[src/rtl/rtsc_pkg.sv]
// Shared types, codes and helpers for the remote task session client.
package rtsc_pkg;

   // Event codes of a request
   localparam logic [2:0] CMD_TICK      = 3'd0;
   localparam logic [2:0] CMD_HEARTBEAT = 3'd1;
   localparam logic [2:0] CMD_STATUS    = 3'd2;
   localparam logic [2:0] CMD_BAD_FRAME = 3'd3;
   localparam logic [2:0] CMD_START     = 3'd4;
   localparam logic [2:0] CMD_POLL      = 3'd5;
   localparam logic [2:0] CMD_CANCEL    = 3'd6;
   localparam logic [2:0] CMD_TAKE_FAIL = 3'd7;

   // Task step states
   localparam logic [2:0] ST_NOT_STARTED = 3'd0;
   localparam logic [2:0] ST_RUNNING     = 3'd1;
   localparam logic [2:0] ST_SUCCEEDED   = 3'd2;
   localparam logic [2:0] ST_FAILED      = 3'd3;
   localparam logic [2:0] ST_CANCELLED   = 3'd4;

   // Failure codes
   localparam logic [3:0] FL_NONE         = 4'd0;
   localparam logic [3:0] FL_PEER_RESET   = 4'd1;
   localparam logic [3:0] FL_LINK_TIMEOUT = 4'd2;
   localparam logic [3:0] FL_PROTOCOL     = 4'd3;

   // Command kinds on the wire
   localparam logic KIND_START  = 1'b0;
   localparam logic KIND_CANCEL = 1'b1;

   // Highest accepted action code
   localparam logic [2:0] ACT_MAX = 3'd1;

   // Control register indexes and reset values
   localparam int unsigned CSR_IDX_W = 2;
   localparam logic [CSR_IDX_W-1:0] CSR_OWN_SESSION  = 2'd0;
   localparam logic [CSR_IDX_W-1:0] CSR_HB_INTERVAL  = 2'd1;
   localparam logic [CSR_IDX_W-1:0] CSR_LINK_TIMEOUT = 2'd2;
   localparam logic [CSR_IDX_W-1:0] CSR_RETRY_INTVL  = 2'd3;
   localparam logic [31:0] RST_OWN_SESSION  = 32'd1;
   localparam logic [31:0] RST_HB_INTERVAL  = 32'd100;
   localparam logic [31:0] RST_LINK_TIMEOUT = 32'd500;
   localparam logic [31:0] RST_RETRY_INTVL  = 32'd200;

   typedef struct packed {
      logic [31:0] own_session;
      logic [31:0] heartbeat_interval;
      logic [31:0] link_timeout;
      logic [31:0] retry_interval;
   } cfg_type;

   typedef struct packed {
      logic [2:0]  cmd;
      logic [31:0] now_ms;
      logic        link_ok;
      logic [31:0] echoed_session;
      logic [31:0] peer_session;
      logic [31:0] exec_id;
      logic [31:0] cmd_id_in;
      logic [2:0]  step_state_in;
      logic [3:0]  failure_in;
      logic [2:0]  action;
   } req_type;

   typedef struct packed {
      logic        ok;
      logic [2:0]  step_state;
      logic [3:0]  failure_code;
      logic        send_beat;
      logic        send_cmd;
      logic        cmd_kind;
      logic [31:0] cmd_id_out;
      logic [31:0] exec_id_out;
      logic        action_out;
      logic        connected;
   } rsp_type;

   // Modular elapsed time check
   function automatic logic elapsed_ge(input logic [31:0] now, input logic [31:0] since,
                                       input logic [31:0] dur);
      logic [31:0] diff;
      diff = now - since;
      return diff >= dur;
   endfunction

   // Succeeded, failed or cancelled
   function automatic logic is_terminal(input logic [2:0] st);
      return (st == ST_SUCCEEDED) || (st == ST_FAILED) || (st == ST_CANCELLED);
   endfunction

endpackage

[src/rtl/rtsc_req_if.sv]
// Request and response channel interfaces of the remote task session client.
interface rtsc_req_if;
   logic        valid;
   logic        ready;
   logic [2:0]  cmd;
   logic [31:0] now_ms;
   logic        link_ok;
   logic [31:0] echoed_session;
   logic [31:0] peer_session;
   logic [31:0] exec_id;
   logic [31:0] cmd_id_in;
   logic [2:0]  step_state_in;
   logic [3:0]  failure_in;
   logic [2:0]  action;

   modport source (
      output valid, cmd, now_ms, link_ok, echoed_session, peer_session, exec_id,
             cmd_id_in, step_state_in, failure_in, action,
      input  ready
   );
   modport sink (
      input  valid, cmd, now_ms, link_ok, echoed_session, peer_session, exec_id,
             cmd_id_in, step_state_in, failure_in, action,
      output ready
   );
endinterface

interface rtsc_rsp_if;
   logic        valid;
   logic        ready;
   logic        ok;
   logic [2:0]  step_state;
   logic [3:0]  failure_code;
   logic        send_beat;
   logic        send_cmd;
   logic        cmd_kind;
   logic [31:0] cmd_id_out;
   logic [31:0] exec_id_out;
   logic        action_out;
   logic        connected;

   modport source (
      output valid, ok, step_state, failure_code, send_beat, send_cmd, cmd_kind,
             cmd_id_out, exec_id_out, action_out, connected,
      input  ready
   );
   modport sink (
      input  valid, ok, step_state, failure_code, send_beat, send_cmd, cmd_kind,
             cmd_id_out, exec_id_out, action_out, connected,
      output ready
   );
endinterface

[src/rtl/rtsc_core.sv]
// Session and command state of the client, updated once per processed request.
module rtsc_core (
   input  logic             clock,
   input  logic             reset,
   input  logic             proc_en,
   input  rtsc_pkg::cfg_type cfg,
   input  rtsc_pkg::req_type item,
   output rtsc_pkg::rsp_type result
);
   import rtsc_pkg::*;

   logic        peer_seen_ff, peer_seen_in;
   logic [31:0] peer_sess_ff, peer_sess_in;
   logic [31:0] prev_peer_sess_ff, prev_peer_sess_in;
   logic [31:0] last_rx_time_ff, last_rx_time_in;
   logic [31:0] last_beat_time_ff, last_beat_time_in;
   logic [31:0] last_send_time_ff, last_send_time_in;
   logic        active_ff, active_in;
   logic        cancelling_ff, cancelling_in;
   logic [31:0] next_id_ff, next_id_in;
   logic [31:0] cur_id_ff, cur_id_in;
   logic [31:0] cur_exec_ff, cur_exec_in;
   logic        cur_action_ff, cur_action_in;
   logic [2:0]  res_state_ff, res_state_in;
   logic [3:0]  res_failure_ff, res_failure_in;
   logic        fail_pending_ff, fail_pending_in;
   logic [3:0]  pending_failure_ff, pending_failure_in;

   // Work out the next state and the result of one request
   always_comb begin
      logic        take_sess;
      logic        sess_changed;
      logic        sess_stale;
      logic        send;
      logic        kind;
      logic [31:0] id_inc;

      peer_seen_in       = peer_seen_ff;
      peer_sess_in       = peer_sess_ff;
      prev_peer_sess_in  = prev_peer_sess_ff;
      last_rx_time_in    = last_rx_time_ff;
      last_beat_time_in  = last_beat_time_ff;
      last_send_time_in  = last_send_time_ff;
      active_in          = active_ff;
      cancelling_in      = cancelling_ff;
      next_id_in         = next_id_ff;
      cur_id_in          = cur_id_ff;
      cur_exec_in        = cur_exec_ff;
      cur_action_in      = cur_action_ff;
      res_state_in       = res_state_ff;
      res_failure_in     = res_failure_ff;
      fail_pending_in    = fail_pending_ff;
      pending_failure_in = pending_failure_ff;
      result             = '0;
      send               = 1'b0;
      kind               = KIND_START;
      id_inc             = next_id_ff + 32'd1;

      // Track the peer session on heartbeats and on status echoing our session
      take_sess = (item.cmd == CMD_HEARTBEAT) ||
                  ((item.cmd == CMD_STATUS) && (item.echoed_session == cfg.own_session));
      sess_changed = peer_seen_ff && (peer_sess_ff != item.peer_session);
      sess_stale   = sess_changed && (item.peer_session == prev_peer_sess_ff);

      if (take_sess && !sess_stale) begin
         if (sess_changed) begin
            prev_peer_sess_in = peer_sess_ff;
            fail_pending_in    = 1'b1;
            pending_failure_in = FL_PEER_RESET;
            if (active_ff) begin
               res_state_in   = ST_FAILED;
               res_failure_in = FL_PEER_RESET;
            end
            active_in     = 1'b0;
            cancelling_in = 1'b0;
         end
         peer_sess_in    = item.peer_session;
         peer_seen_in    = 1'b1;
         last_rx_time_in = item.now_ms;
      end

      case (item.cmd)
         CMD_TICK: begin
            if (!item.link_ok) begin
               fail_pending_in    = 1'b1;
               pending_failure_in = FL_LINK_TIMEOUT;
               if (active_ff) begin
                  res_state_in   = ST_FAILED;
                  res_failure_in = FL_LINK_TIMEOUT;
               end
            end else begin
               // heartbeat due, or never sent
               if ((last_beat_time_ff == '0) ||
                   elapsed_ge(item.now_ms, last_beat_time_ff, cfg.heartbeat_interval)) begin
                  result.send_beat  = 1'b1;
                  last_beat_time_in = item.now_ms;
               end
               // peer silent too long
               if (peer_seen_ff && elapsed_ge(item.now_ms, last_rx_time_ff, cfg.link_timeout)) begin
                  peer_seen_in       = 1'b0;
                  fail_pending_in    = 1'b1;
                  pending_failure_in = FL_LINK_TIMEOUT;
                  if (active_ff) begin
                     res_state_in   = ST_FAILED;
                     res_failure_in = FL_LINK_TIMEOUT;
                  end
               end
               // resend the active start or cancel
               if (active_ff && ((res_state_in == ST_RUNNING) || cancelling_ff) &&
                   elapsed_ge(item.now_ms, last_send_time_ff, cfg.retry_interval)) begin
                  send              = 1'b1;
                  kind              = cancelling_ff;
                  last_send_time_in = item.now_ms;
               end
            end
         end
         CMD_STATUS: begin
            if (take_sess && !sess_changed && active_ff && (item.exec_id == cur_exec_ff) &&
                (item.cmd_id_in == cur_id_ff)) begin
               if (item.step_state_in > ST_CANCELLED) begin
                  res_state_in   = ST_FAILED;
                  res_failure_in = FL_PROTOCOL;
               end else begin
                  res_state_in   = item.step_state_in;
                  res_failure_in = item.failure_in;
               end
               if (cancelling_ff && is_terminal(res_state_in)) begin
                  active_in     = 1'b0;
                  cancelling_in = 1'b0;
               end
            end
         end
         CMD_START: begin
            if (!active_ff && peer_seen_ff && (item.action <= ACT_MAX)) begin
               cur_id_in         = next_id_ff;
               next_id_in        = (id_inc == '0) ? 32'd1 : id_inc;
               cur_exec_in       = item.exec_id;
               cur_action_in     = (item.action != '0);
               res_state_in      = ST_RUNNING;
               res_failure_in    = FL_NONE;
               active_in         = 1'b1;
               cancelling_in     = 1'b0;
               last_send_time_in = item.now_ms;
               send              = 1'b1;
               kind              = KIND_START;
               result.ok         = 1'b1;
            end
         end
         CMD_POLL: begin
            if (!active_ff) begin
               result.step_state   = ST_FAILED;
               result.failure_code = FL_PROTOCOL;
            end else begin
               result.step_state   = res_state_ff;
               result.failure_code = res_failure_ff;
               if (is_terminal(res_state_ff)) begin
                  active_in = 1'b0;
               end
            end
         end
         CMD_CANCEL: begin
            if (active_ff) begin
               send              = 1'b1;
               kind              = KIND_CANCEL;
               last_send_time_in = item.now_ms;
               res_state_in      = ST_CANCELLED;
               res_failure_in    = FL_NONE;
               cancelling_in     = 1'b1;
            end
         end
         CMD_TAKE_FAIL: begin
            if (fail_pending_ff) begin
               result.ok           = 1'b1;
               result.failure_code = pending_failure_ff;
               fail_pending_in     = 1'b0;
               pending_failure_in  = FL_NONE;
            end
         end
         default: begin
            // heartbeat handled above; bad frame changes nothing
         end
      endcase

      // Fill the command fields only when a command goes out
      result.send_cmd    = send;
      result.cmd_kind    = send && kind;
      result.cmd_id_out  = send ? cur_id_in : '0;
      result.exec_id_out = send ? cur_exec_in : '0;
      result.action_out  = send && cur_action_in;
      result.connected   = peer_seen_in;
   end

   // Commit the state when a request is processed
   always_ff @(posedge clock) begin
      if (reset) begin
         peer_seen_ff       <= 1'b0;
         peer_sess_ff       <= '0;
         prev_peer_sess_ff  <= '0;
         last_rx_time_ff    <= '0;
         last_beat_time_ff  <= '0;
         last_send_time_ff  <= '0;
         active_ff          <= 1'b0;
         cancelling_ff      <= 1'b0;
         next_id_ff         <= 32'd1;
         cur_id_ff          <= '0;
         cur_exec_ff        <= '0;
         cur_action_ff      <= 1'b0;
         res_state_ff       <= ST_NOT_STARTED;
         res_failure_ff     <= FL_NONE;
         fail_pending_ff    <= 1'b0;
         pending_failure_ff <= FL_NONE;
      end else if (proc_en) begin
         peer_seen_ff       <= peer_seen_in;
         peer_sess_ff       <= peer_sess_in;
         prev_peer_sess_ff  <= prev_peer_sess_in;
         last_rx_time_ff    <= last_rx_time_in;
         last_beat_time_ff  <= last_beat_time_in;
         last_send_time_ff  <= last_send_time_in;
         active_ff          <= active_in;
         cancelling_ff      <= cancelling_in;
         next_id_ff         <= next_id_in;
         cur_id_ff          <= cur_id_in;
         cur_exec_ff        <= cur_exec_in;
         cur_action_ff      <= cur_action_in;
         res_state_ff       <= res_state_in;
         res_failure_ff     <= res_failure_in;
         fail_pending_ff    <= fail_pending_in;
         pending_failure_ff <= pending_failure_in;
      end
   end

endmodule

[src/rtl/remote_task_session_client_top.sv]
// Top level of the remote task session client: request/response registers and control registers.
// A request is held in the request register, processed by the session core and registered
// in the response register, from which its response is offered on the response channel.
// Throughput: one request per cycle while responses are taken; a response that is not taken
// stalls the request register. The session state updates between the two registers.
// Reset (synchronous, active high) empties both registers, restores the control
// registers to their defaults and clears all session and command state.
module remote_task_session_client_top (
   input  logic                            clock,
   input  logic                            reset,
   rtsc_req_if.sink                        req_chan,
   rtsc_rsp_if.source                      rsp_chan,
   input  logic                            csr_we,
   input  logic [rtsc_pkg::CSR_IDX_W-1:0]  csr_index,
   input  logic [31:0]                     csr_wdata
);
   import rtsc_pkg::*;

   cfg_type cfg_ff;
   logic    in_valid_ff;
   req_type in_item_ff;
   logic    out_valid_ff;
   rsp_type out_item_ff;
   rsp_type core_result;
   logic    proc_en;

   // Control registers
   always_ff @(posedge clock) begin
      if (reset) begin
         cfg_ff.own_session        <= RST_OWN_SESSION;
         cfg_ff.heartbeat_interval <= RST_HB_INTERVAL;
         cfg_ff.link_timeout       <= RST_LINK_TIMEOUT;
         cfg_ff.retry_interval     <= RST_RETRY_INTVL;
      end else if (csr_we) begin
         case (csr_index)
            CSR_OWN_SESSION:  cfg_ff.own_session        <= csr_wdata;
            CSR_HB_INTERVAL:  cfg_ff.heartbeat_interval <= csr_wdata;
            CSR_LINK_TIMEOUT: cfg_ff.link_timeout       <= csr_wdata;
            CSR_RETRY_INTVL:  cfg_ff.retry_interval     <= csr_wdata;
            default: begin
            end
         endcase
      end
   end

   // Advance the held request when the response register is free
   assign proc_en        = in_valid_ff && (!out_valid_ff || rsp_chan.ready);
   assign req_chan.ready = !in_valid_ff || proc_en;

   // Request register
   always_ff @(posedge clock) begin
      if (reset) begin
         in_valid_ff <= 1'b0;
      end else if (req_chan.ready) begin
         in_valid_ff <= req_chan.valid;
      end
   end

   always_ff @(posedge clock) begin
      if (req_chan.ready && req_chan.valid) begin
         in_item_ff.cmd            <= req_chan.cmd;
         in_item_ff.now_ms         <= req_chan.now_ms;
         in_item_ff.link_ok        <= req_chan.link_ok;
         in_item_ff.echoed_session <= req_chan.echoed_session;
         in_item_ff.peer_session   <= req_chan.peer_session;
         in_item_ff.exec_id        <= req_chan.exec_id;
         in_item_ff.cmd_id_in      <= req_chan.cmd_id_in;
         in_item_ff.step_state_in  <= req_chan.step_state_in;
         in_item_ff.failure_in     <= req_chan.failure_in;
         in_item_ff.action         <= req_chan.action;
      end
   end

   rtsc_core u_core (
      .clock   (clock),
      .reset   (reset),
      .proc_en (proc_en),
      .cfg     (cfg_ff),
      .item    (in_item_ff),
      .result  (core_result)
   );

   // Response register
   always_ff @(posedge clock) begin
      if (reset) begin
         out_valid_ff <= 1'b0;
      end else if (proc_en) begin
         out_valid_ff <= 1'b1;
      end else if (rsp_chan.ready) begin
         out_valid_ff <= 1'b0;
      end
   end

   always_ff @(posedge clock) begin
      if (proc_en) begin
         out_item_ff <= core_result;
      end
   end

   assign rsp_chan.valid        = out_valid_ff;
   assign rsp_chan.ok           = out_item_ff.ok;
   assign rsp_chan.step_state   = out_item_ff.step_state;
   assign rsp_chan.failure_code = out_item_ff.failure_code;
   assign rsp_chan.send_beat    = out_item_ff.send_beat;
   assign rsp_chan.send_cmd     = out_item_ff.send_cmd;
   assign rsp_chan.cmd_kind     = out_item_ff.cmd_kind;
   assign rsp_chan.cmd_id_out   = out_item_ff.cmd_id_out;
   assign rsp_chan.exec_id_out  = out_item_ff.exec_id_out;
   assign rsp_chan.action_out   = out_item_ff.action_out;
   assign rsp_chan.connected    = out_item_ff.connected;

   // A processed request always lands in the response register
   a_proc_to_rsp: assert property (@(posedge clock) disable iff (reset)
      proc_en |=> out_valid_ff)
      else $error("processed request did not produce a response");

   // Command ids on the wire are never zero
   a_cmd_id_nonzero: assert property (@(posedge clock) disable iff (reset)
      (out_valid_ff && out_item_ff.send_cmd) |-> (out_item_ff.cmd_id_out != '0))
      else $error("command sent with zero id");

   // An accepted start or taken failure never carries a poll state
   a_ok_no_state: assert property (@(posedge clock) disable iff (reset)
      (out_valid_ff && out_item_ff.ok) |-> (out_item_ff.step_state == ST_NOT_STARTED))
      else $error("ok response carries a step state");

endmodule
[src/flat_wrapper.sv]
// flat-port wrapper written by rule: the top's interface ports become plain ports
module remote_task_session_client_top_flat import rtsc_pkg::*;
  (clock, reset, csr_we, csr_index, csr_wdata, req_chan_valid, req_chan_cmd, req_chan_now_ms, req_chan_link_ok, req_chan_echoed_session, req_chan_peer_session, req_chan_exec_id, req_chan_cmd_id_in, req_chan_step_state_in, req_chan_failure_in, req_chan_action, req_chan_ready, rsp_chan_valid, rsp_chan_ok, rsp_chan_step_state, rsp_chan_failure_code, rsp_chan_send_beat, rsp_chan_send_cmd, rsp_chan_cmd_kind, rsp_chan_cmd_id_out, rsp_chan_exec_id_out, rsp_chan_action_out, rsp_chan_connected, rsp_chan_ready);
  rtsc_req_if req_chan_i ();
  rtsc_rsp_if rsp_chan_i ();
  input  logic clock;
  input  logic reset;
  input  logic csr_we;
  input  logic [rtsc_pkg::CSR_IDX_W-1:0] csr_index;
  input  logic [31:0] csr_wdata;
  input wire logic [$bits(req_chan_i.valid)-1:0] req_chan_valid;
  input wire logic [$bits(req_chan_i.cmd)-1:0] req_chan_cmd;
  input wire logic [$bits(req_chan_i.now_ms)-1:0] req_chan_now_ms;
  input wire logic [$bits(req_chan_i.link_ok)-1:0] req_chan_link_ok;
  input wire logic [$bits(req_chan_i.echoed_session)-1:0] req_chan_echoed_session;
  input wire logic [$bits(req_chan_i.peer_session)-1:0] req_chan_peer_session;
  input wire logic [$bits(req_chan_i.exec_id)-1:0] req_chan_exec_id;
  input wire logic [$bits(req_chan_i.cmd_id_in)-1:0] req_chan_cmd_id_in;
  input wire logic [$bits(req_chan_i.step_state_in)-1:0] req_chan_step_state_in;
  input wire logic [$bits(req_chan_i.failure_in)-1:0] req_chan_failure_in;
  input wire logic [$bits(req_chan_i.action)-1:0] req_chan_action;
  output wire logic [$bits(req_chan_i.ready)-1:0] req_chan_ready;
  output wire logic [$bits(rsp_chan_i.valid)-1:0] rsp_chan_valid;
  output wire logic [$bits(rsp_chan_i.ok)-1:0] rsp_chan_ok;
  output wire logic [$bits(rsp_chan_i.step_state)-1:0] rsp_chan_step_state;
  output wire logic [$bits(rsp_chan_i.failure_code)-1:0] rsp_chan_failure_code;
  output wire logic [$bits(rsp_chan_i.send_beat)-1:0] rsp_chan_send_beat;
  output wire logic [$bits(rsp_chan_i.send_cmd)-1:0] rsp_chan_send_cmd;
  output wire logic [$bits(rsp_chan_i.cmd_kind)-1:0] rsp_chan_cmd_kind;
  output wire logic [$bits(rsp_chan_i.cmd_id_out)-1:0] rsp_chan_cmd_id_out;
  output wire logic [$bits(rsp_chan_i.exec_id_out)-1:0] rsp_chan_exec_id_out;
  output wire logic [$bits(rsp_chan_i.action_out)-1:0] rsp_chan_action_out;
  output wire logic [$bits(rsp_chan_i.connected)-1:0] rsp_chan_connected;
  input wire logic [$bits(rsp_chan_i.ready)-1:0] rsp_chan_ready;
  assign req_chan_i.valid = req_chan_valid;
  assign req_chan_i.cmd = req_chan_cmd;
  assign req_chan_i.now_ms = req_chan_now_ms;
  assign req_chan_i.link_ok = req_chan_link_ok;
  assign req_chan_i.echoed_session = req_chan_echoed_session;
  assign req_chan_i.peer_session = req_chan_peer_session;
  assign req_chan_i.exec_id = req_chan_exec_id;
  assign req_chan_i.cmd_id_in = req_chan_cmd_id_in;
  assign req_chan_i.step_state_in = req_chan_step_state_in;
  assign req_chan_i.failure_in = req_chan_failure_in;
  assign req_chan_i.action = req_chan_action;
  assign req_chan_ready = req_chan_i.ready;
  assign rsp_chan_valid = rsp_chan_i.valid;
  assign rsp_chan_ok = rsp_chan_i.ok;
  assign rsp_chan_step_state = rsp_chan_i.step_state;
  assign rsp_chan_failure_code = rsp_chan_i.failure_code;
  assign rsp_chan_send_beat = rsp_chan_i.send_beat;
  assign rsp_chan_send_cmd = rsp_chan_i.send_cmd;
  assign rsp_chan_cmd_kind = rsp_chan_i.cmd_kind;
  assign rsp_chan_cmd_id_out = rsp_chan_i.cmd_id_out;
  assign rsp_chan_exec_id_out = rsp_chan_i.exec_id_out;
  assign rsp_chan_action_out = rsp_chan_i.action_out;
  assign rsp_chan_connected = rsp_chan_i.connected;
  assign rsp_chan_i.ready = rsp_chan_ready;
  remote_task_session_client_top u_core (.clock(clock), .reset(reset), .req_chan(req_chan_i), .rsp_chan(rsp_chan_i), .csr_we(csr_we), .csr_index(csr_index), .csr_wdata(csr_wdata));
endmodule
[config.mk]
export PLATFORM = sky130hd
export DESIGN_NAME = remote_task_session_client_top_flat
export DESIGN_NICKNAME = d
export VERILOG_FILES = /design/src/rtl/rtsc_pkg.sv /design/src/rtl/rtsc_req_if.sv /design/src/rtl/rtsc_core.sv /design/src/rtl/remote_task_session_client_top.sv /design/src/flat_wrapper.sv
export SDC_FILE = /design/constraint.sdc
export NUM_CORES = 1
export LEC_CHECK = 0
export BUFFER_PORTS_ARGS = -buffer_cell sky130_fd_sc_hd__buf_2
export CELL_PAD_IN_SITES_DETAIL_PLACEMENT = 1
export CELL_PAD_IN_SITES_GLOBAL_PLACEMENT = 1
export CORE_MARGIN = 1
export CORE_UTILIZATION = 49
export CTS_BUF_LIST = sky130_fd_sc_hd__clkbuf_2
export DETAILED_ROUTE_END_ITERATION = 8
export GPL_ROUTABILITY_DRIVEN = 0
export PLACE_DENSITY_LB_ADDON = 0.1
export SLEW_MARGIN = 20
export SYNTH_ARGS = -nofsm -noshare
export SYNTH_HDL_FRONTEND = slang
export SYNTH_HIERARCHICAL = 1
export SYNTH_SLANG_ARGS = --single-unit
[constraint.sdc]
create_clock -name clock -period 6.99 [get_ports clock]
set_clock_uncertainty 0.1 [all_clocks]
set_input_delay 1.0485 -clock clock [delete_from_list [all_inputs] [get_ports clock]]
set_output_delay 1.0485 -clock clock [all_outputs]
set_load 0.005 [all_outputs]
# Word level (Yosys, flattened, before mapping)
# Cells that the tools add are included.
[totals] register_bits=653 in_bits=213 elab_cells=212
[op_classes] addsub=4 eq_ne=25 order_cmp=5 n_mux=85 n_reduce_logical=50
[ops] cell="32-bit 2-to-1 mux" count=9
[ops] cell="32-bit equality test" count=4
[ops] cell="32-bit greater-or-equal comparator" count=3
[ops] cell="32-bit one-hot mux with 3 select lines" count=1
[ops] cell="32-bit subtractor" count=3
[ops] cell="32-bit logical NOT" count=2
[ops] cell="4-bit 2-to-1 mux" count=16
[ops] cell="3-bit 2-to-1 mux" count=14
[ops] cell="1-bit 2-to-1 mux" count=34
[ops] cell="32-bit by 1-bit adder with 32-bit output (second input constant)" count=1
[ops] cell="32-bit != test" count=1
[ops] cell="3-bit equality test (second input constant)" count=6
[ops] cell="1-bit logical AND" count=18
[ops] cell="4-bit one-hot mux with 2 select lines" count=2
[ops] cell="4-bit one-hot mux with 4 select lines" count=1
[ops] cell="3-bit by 2-bit equality test with 1-bit output (second input constant)" count=5
[ops] cell="2-bit AND reduction" count=7
[ops] cell="3-bit one-hot mux with 4 select lines" count=1
[ops] cell="1-bit logical OR" count=9
[ops] cell="1-bit one-hot mux with 3 select lines" count=3
[ops] cell="3-bit by 1-bit equality test with 1-bit output (second input constant)" count=2
[ops] cell="6-bit 2-to-1 mux" count=1
[ops] cell="2-bit != test (second input constant)" count=3
[ops] cell="1-bit one-hot mux with 2 select lines" count=3
[ops] cell="13 further kinds" count=20

# Logic depth before layout (Yosys ltp)
[depth] ltp_word=18 ltp_mapped=26 depth_no_buf=24

# By module
# Netlist, hierarchy kept.
[by_module_without_submodules] mod="rtsc_core" area_each_um2=20686.1 instances=1 cells_per_inst=2678
[by_module_without_submodules] mod="remote_task_session_client_top" area_each_um2=12673.4 instances=1 cells_per_inst=725

# Worst setup path after synthesis
# Ideal clock, no wire load.
[synth_timing] path_kind="input to register" from="input rsp_chan_ready" to="register u_core/in_item_ff[0] in the netlist's numbering (enable)" arrival_time_ns=5.206 cell_stages=2 setup_slack_ns=1.128 setup_ns=0.556 t_required_ns=6.334 n_path_buf=0 cell_sequence="nand3b_1 -> and2_1"
[synth_between] elab_chain_cells=4
[synth_rtl] item="from (decl)" line_no="flat_wrapper.sv:34" source="input wire logic [$bits(rsp_chan_i.ready)-1:0] rsp_chan_ready;"
[synth_rtl] item="1-bit logical OR" line_no="remote_task_session_client_top.sv:47" source="assign proc_en = in_valid_ff && (!out_valid_ff || rsp_chan.ready);"
[synth_rtl] item="1-bit logical AND" line_no="remote_task_session_client_top.sv:47"
[synth_rtl] item="1-bit logical OR" line_no="remote_task_session_client_top.sv:48" source="assign req_chan.ready = !in_valid_ff || proc_en;"
[synth_rtl] item="1-bit logical AND" line_no="remote_task_session_client_top.sv:60" source="if (req_chan.ready && req_chan.valid) begin"
[synth_rtl] item="to (decl)" line_no="remote_task_session_client_top.sv:21" source="req_type in_item_ff;"
# No other way between the ends.
# A chain may end at the register's enable or synchronous reset.

# Worst setup path in the final report
[layout_timing] from="register u_core/in_item_ff[140] in the netlist's numbering" to="register u_core.u_core.last_send_time_ff[3]"
[layout_between] elab_chain_cells=12
[layout_rtl] item="32-bit subtractor" line_no="rtsc_pkg.sv:82" source="diff = now - since;"
[layout_rtl] item="32-bit greater-or-equal comparator" line_no="rtsc_pkg.sv:83" source="return diff >= dur;"
[layout_rtl] item="1-bit logical AND" line_no="rtsc_core.sv:99" source="if (peer_seen_ff && elapsed_ge(item.now_ms, last_rx_time_ff, cfg.link_timeout)) begin"
[layout_rtl] item="3-bit 2-to-1 mux" line_no="rtsc_core.sv:99"
[layout_rtl] item="3-bit 2-to-1 mux" line_no="rtsc_core.sv:84" source="if (!item.link_ok) begin"
[layout_rtl] item="3-bit 2-to-1 mux" line_no="rtsc_core.sv:82" source="case (item.cmd)"
[layout_rtl] item="3-bit by 1-bit equality test with 1-bit output" line_no="rtsc_core.sv:109" source="if (active_ff && ((res_state_in == ST_RUNNING) || cancelling_ff) &&"
[layout_rtl] item="1-bit logical OR" line_no="rtsc_core.sv:109"
[layout_rtl] item="1-bit logical AND" line_no="rtsc_core.sv:109"
[layout_rtl] item="1-bit logical AND (*)" line_no="rtsc_core.sv:109"
[layout_rtl] item="2-bit != test (no source line) (*)"
[layout_rtl] item="6-bit AND reduction (no source line) (*)"
[layout_rtl] item="to (signal assigned)" line_no="rtsc_core.sv:218" source="last_send_time_ff <= last_send_time_in;"
[layout_rtl] item="to (decl)" line_no="rtsc_core.sv:17" source="logic [31:0] last_send_time_ff, last_send_time_in;"
# Every way passes the cells marked *; elsewhere a longest branch is shown, timed or not. The select of a mux whose other input is x is not followed.

==> key figures <==
Worst setup path
  • Crit Path Class: reg -> reg
  • Reg-to-Reg Start: u_core/in_item_ff[140]
  • Crit. End Element: flop
  • Worst Setup Start Kind: flop
  • Worst EP arrival: approximately 7.6 ns
  • Largest fanout on the critical path: 32
  • Crit path from: u_core/in_item_ff[140]
  • Worst endpoint required time: between 8 and 9 ns

Clock network
  • Max Root-Sink Buffers: 3
  • Htree depth: 4
  • Post-CTS setup buffer count: 0
  • CTS Buf Count: between 150 and 200
  • CTS tree: done
  • Post-CTS Resized: 0
  • Worst skew pair latency: 1.47 ns
  • Clk root buf: clkbuf_2
  • CTS sink count: between 600 and 700
  • Clock-pin slew on the worst setup and hold paths: approximately 0.14 ns

GRT
  • Vias in the first global route: 30100
  • GRT Total Usage: between 30% and 40%
  • Pin count of the biggest net entering global routing: about 130
  • First-pass GRT wire length: 171000 µm
  • Grt ovf: 0
  • Antenna violations before repair: 9

Synthesis
  • Cell area after synthesis: ~0.033 mm²
  • Post-synthesis instance total: about 3400
  • Synth top area share: between 20% and 30%
  • Ys flop type: dfxtp_1
  • Ys async rst share: 0%
  • Top post-synthesis cells by area: dfxtp_1 (24%), edfxtp_1 (23%), mux2i_1 (8.6%)
  • Syn Nets: approximately 3800
  • Synth area leader: dfxtp_1
  • Yosys warns: 6
  • Post-synth cell types: between 80 and 90
  • Syn Area/Cell: between 9 and 10 µm²
  • Synthesized flop and latch total: roughly 650
  • Number of synthesized flops with an enable pin: ~250
  • Sequential area share after synthesis: roughly 47%

Run status
  • Status: complete, no violations

Floorplanning
  • Initial core utilization: 49.6%
  • Rows: between 90 and 100
  • Die outline area: 0.0691 mm²
  • I/O Pins: roughly 290
  • Core Box Area: approximately 0.067 mm²
  • Die Y: roughly 260 µm
  • Die W: about 260 µm

STA
  • Final hold violations: 0
  • Worst slew pin tran: approximately 1.1 ns
  • Fin crit period: 6.50 ns
  • Final setup viols: 0
  • Peak Freq: between 0.15 and 0.2 GHz
  • Setup total negative slack: 0 ns
  • Max-slew violation count: 0
  • RSZ-0062 raised after global routing: no
  • Slew headroom: a little under 30%
  • Final period util: around 93%

Placement
  • Area post-placement: between 0.03 and 0.04 mm²
  • Port Buffers: around 290
  • Post-DP HPWL: 73300 µm

Routing
  • WL final: approximately 110000 µm
  • WL/cell: about 22 µm
  • Vias/cell: 5.60
  • TritonRoute pass-1 iters: 5
  • Initial DRC count: between 1500 and 2000
  • Final antenna-violating net count: 0
  • DR vias: 27900
  • # DRC: 0

Final layout
  • Reg with most FFs: u_core/in_item_ff
  • Fin util: 58.5%
  • Design Area, Final: just under 0.04 mm²
  • Fill cells: between 7000 and 8000
  • Final nets: 4360
  • Max reg flops: between 150 and 200
  • Area growth, synth to finish: 18.0%
  • Fraction of layout cells with a size suffix above 1: between 10% and 20%
  • Most common cell after layout, fill and taps aside: dfxtp_1
  • Largest regs: u_core/in_item_ff: 174 flops, u_core/cfg_ff: 128 flops
  • Most frequent cells in the layout: dfxtp_1 (402), nand2_1 (341), nor2_1 (295), buf_2 (290), mux2i_1 (288)

Power
  • Leak: 16.1 nW
  • Pwr Density: 208 mW/mm²
  • VDD IR max: just under 0.2 mV
  • Total power: ~0.0082 W

Job
  • Max Cap Violations: 0

Hold path
  • Hold_sp: req_chan_cmd_id_in[1]
  • HP Class: in -> reg
[layer usage]
metal,global-route usage (%),part of all wire (%)
met1,40.9,44
met5,0,0.012
met4,13.5,3.4
met3,5.43,5.0
met2,52.3,48
[cell type report]
cell class                 instances  area [µm²]  share of cell area [%]
multi-input combinational       2368       16300                    41.4
sequential                       653       15600                    39.6
timing repair buffer             531        3850                    9.78
clock buffer                     277        1390                    3.52
tap                              873        1090                    2.77
inverter                         225         845                    2.15
clock inverter                    42         260                   0.661
antenna                           13        32.5                  0.0826
[Yosys cell counts, drive strengths merged, types with 4 or more instances]
| cell type | instances |
|---|---|
| a2111oi | 7 |
| a211o | 6 |
| a211oi | 11 |
| a21o | 64 |
| a21oi | 248 |
| a221oi | 8 |
| a31o | 7 |
| a31oi | 18 |
| and2 | 10 |
| and3 | 19 |
| and4 | 7 |
| buf | 62 |
| clkbuf | 95 |
| dfxtp | 402 |
| edfxtp | 251 |
| ha | 190 |
| inv | 225 |
| mux2i | 288 |
| nand2 | 343 |
| nand2b | 168 |
| nand3 | 45 |
| nand3b | 7 |
| nand4 | 66 |
| nor2 | 295 |
| nor2b | 21 |
| nor3 | 34 |
| nor3b | 5 |
| nor4 | 25 |
| o2111a | 4 |
| o211ai | 11 |
| o21a | 18 |
| o21ai | 72 |
| o21bai | 12 |
| o22ai | 6 |
| o31a | 5 |
| o31ai | 6 |
| or2 | 4 |
| or3 | 11 |
| xnor2 | 212 |
| xor2 | 66 |
[path summary, 6_finish.rpt]
path	depth (start not counted)	slack, ns	end
setup / recovery	20	0.49	u_core/u_core/last_send_time_ff[3]
setup reg to reg	20	0.49	u_core/u_core/last_send_time_ff[3]
hold reg to reg	1	0.37	u_core/u_core/res_failure_ff[2]
hold / removal	2	0.20	u_core/in_item_ff[11]
[cell families after synthesis]
logic type	synth area share, %
AO/OA/AOI/OAI	10.2
XOR/XNOR	7.30
adder cells (fa/ha/maj)	7.31
buffers and inverters	4.64
flip-flops	46.7
multiplexers	8.64
AND/OR/NAND/NOR	15.2
[critical path, cell delays in order, from the launching register on]
cell	delay, ns
edfxtp_1	0.60
ha_1	0.38
nor2b_1	0.15
o31a_1	0.28
o41a_1	0.38
o21ai_0	0.41
a31oi_1	0.18
a41o_1	0.32
o41ai_1	0.50
o21bai_1	0.14
a21oi_1	0.20
xnor2_1	0.11
ha_1	0.32
nand3_1	0.08
nor4_1	0.43
o2111ai_1	0.20
o31a_1	0.41
o31ai_4	0.24
buf_4	0.53
mux2i_1	0.28
nor2_1	0.06
[stage by stage]
stage          std cells  hold slack, ns  setup slack, ns
2_1_floorplan       3403           0.327             1.13
3_3_place_gp        4432           0.339            0.982
3_5_place_dp        4432           0.356            0.591
4_1_cts             4969          0.0342            0.563
5_1_grt             4981          0.0755           0.0964
6_report            4982           0.201            0.495
[power breakdown]
group          switching, W  internal [W]
registers          0.000106       0.00407
clock network       0.00178       0.00111
logic              0.000621      0.000488
[timing repair]
item	4_1_cts	5_1_grt
setup endpoints to repair	0	0
endpoints found under the hold margin	344	0
hold buffers	218	0
Note: power is estimated with default switching activity, not from simulation.
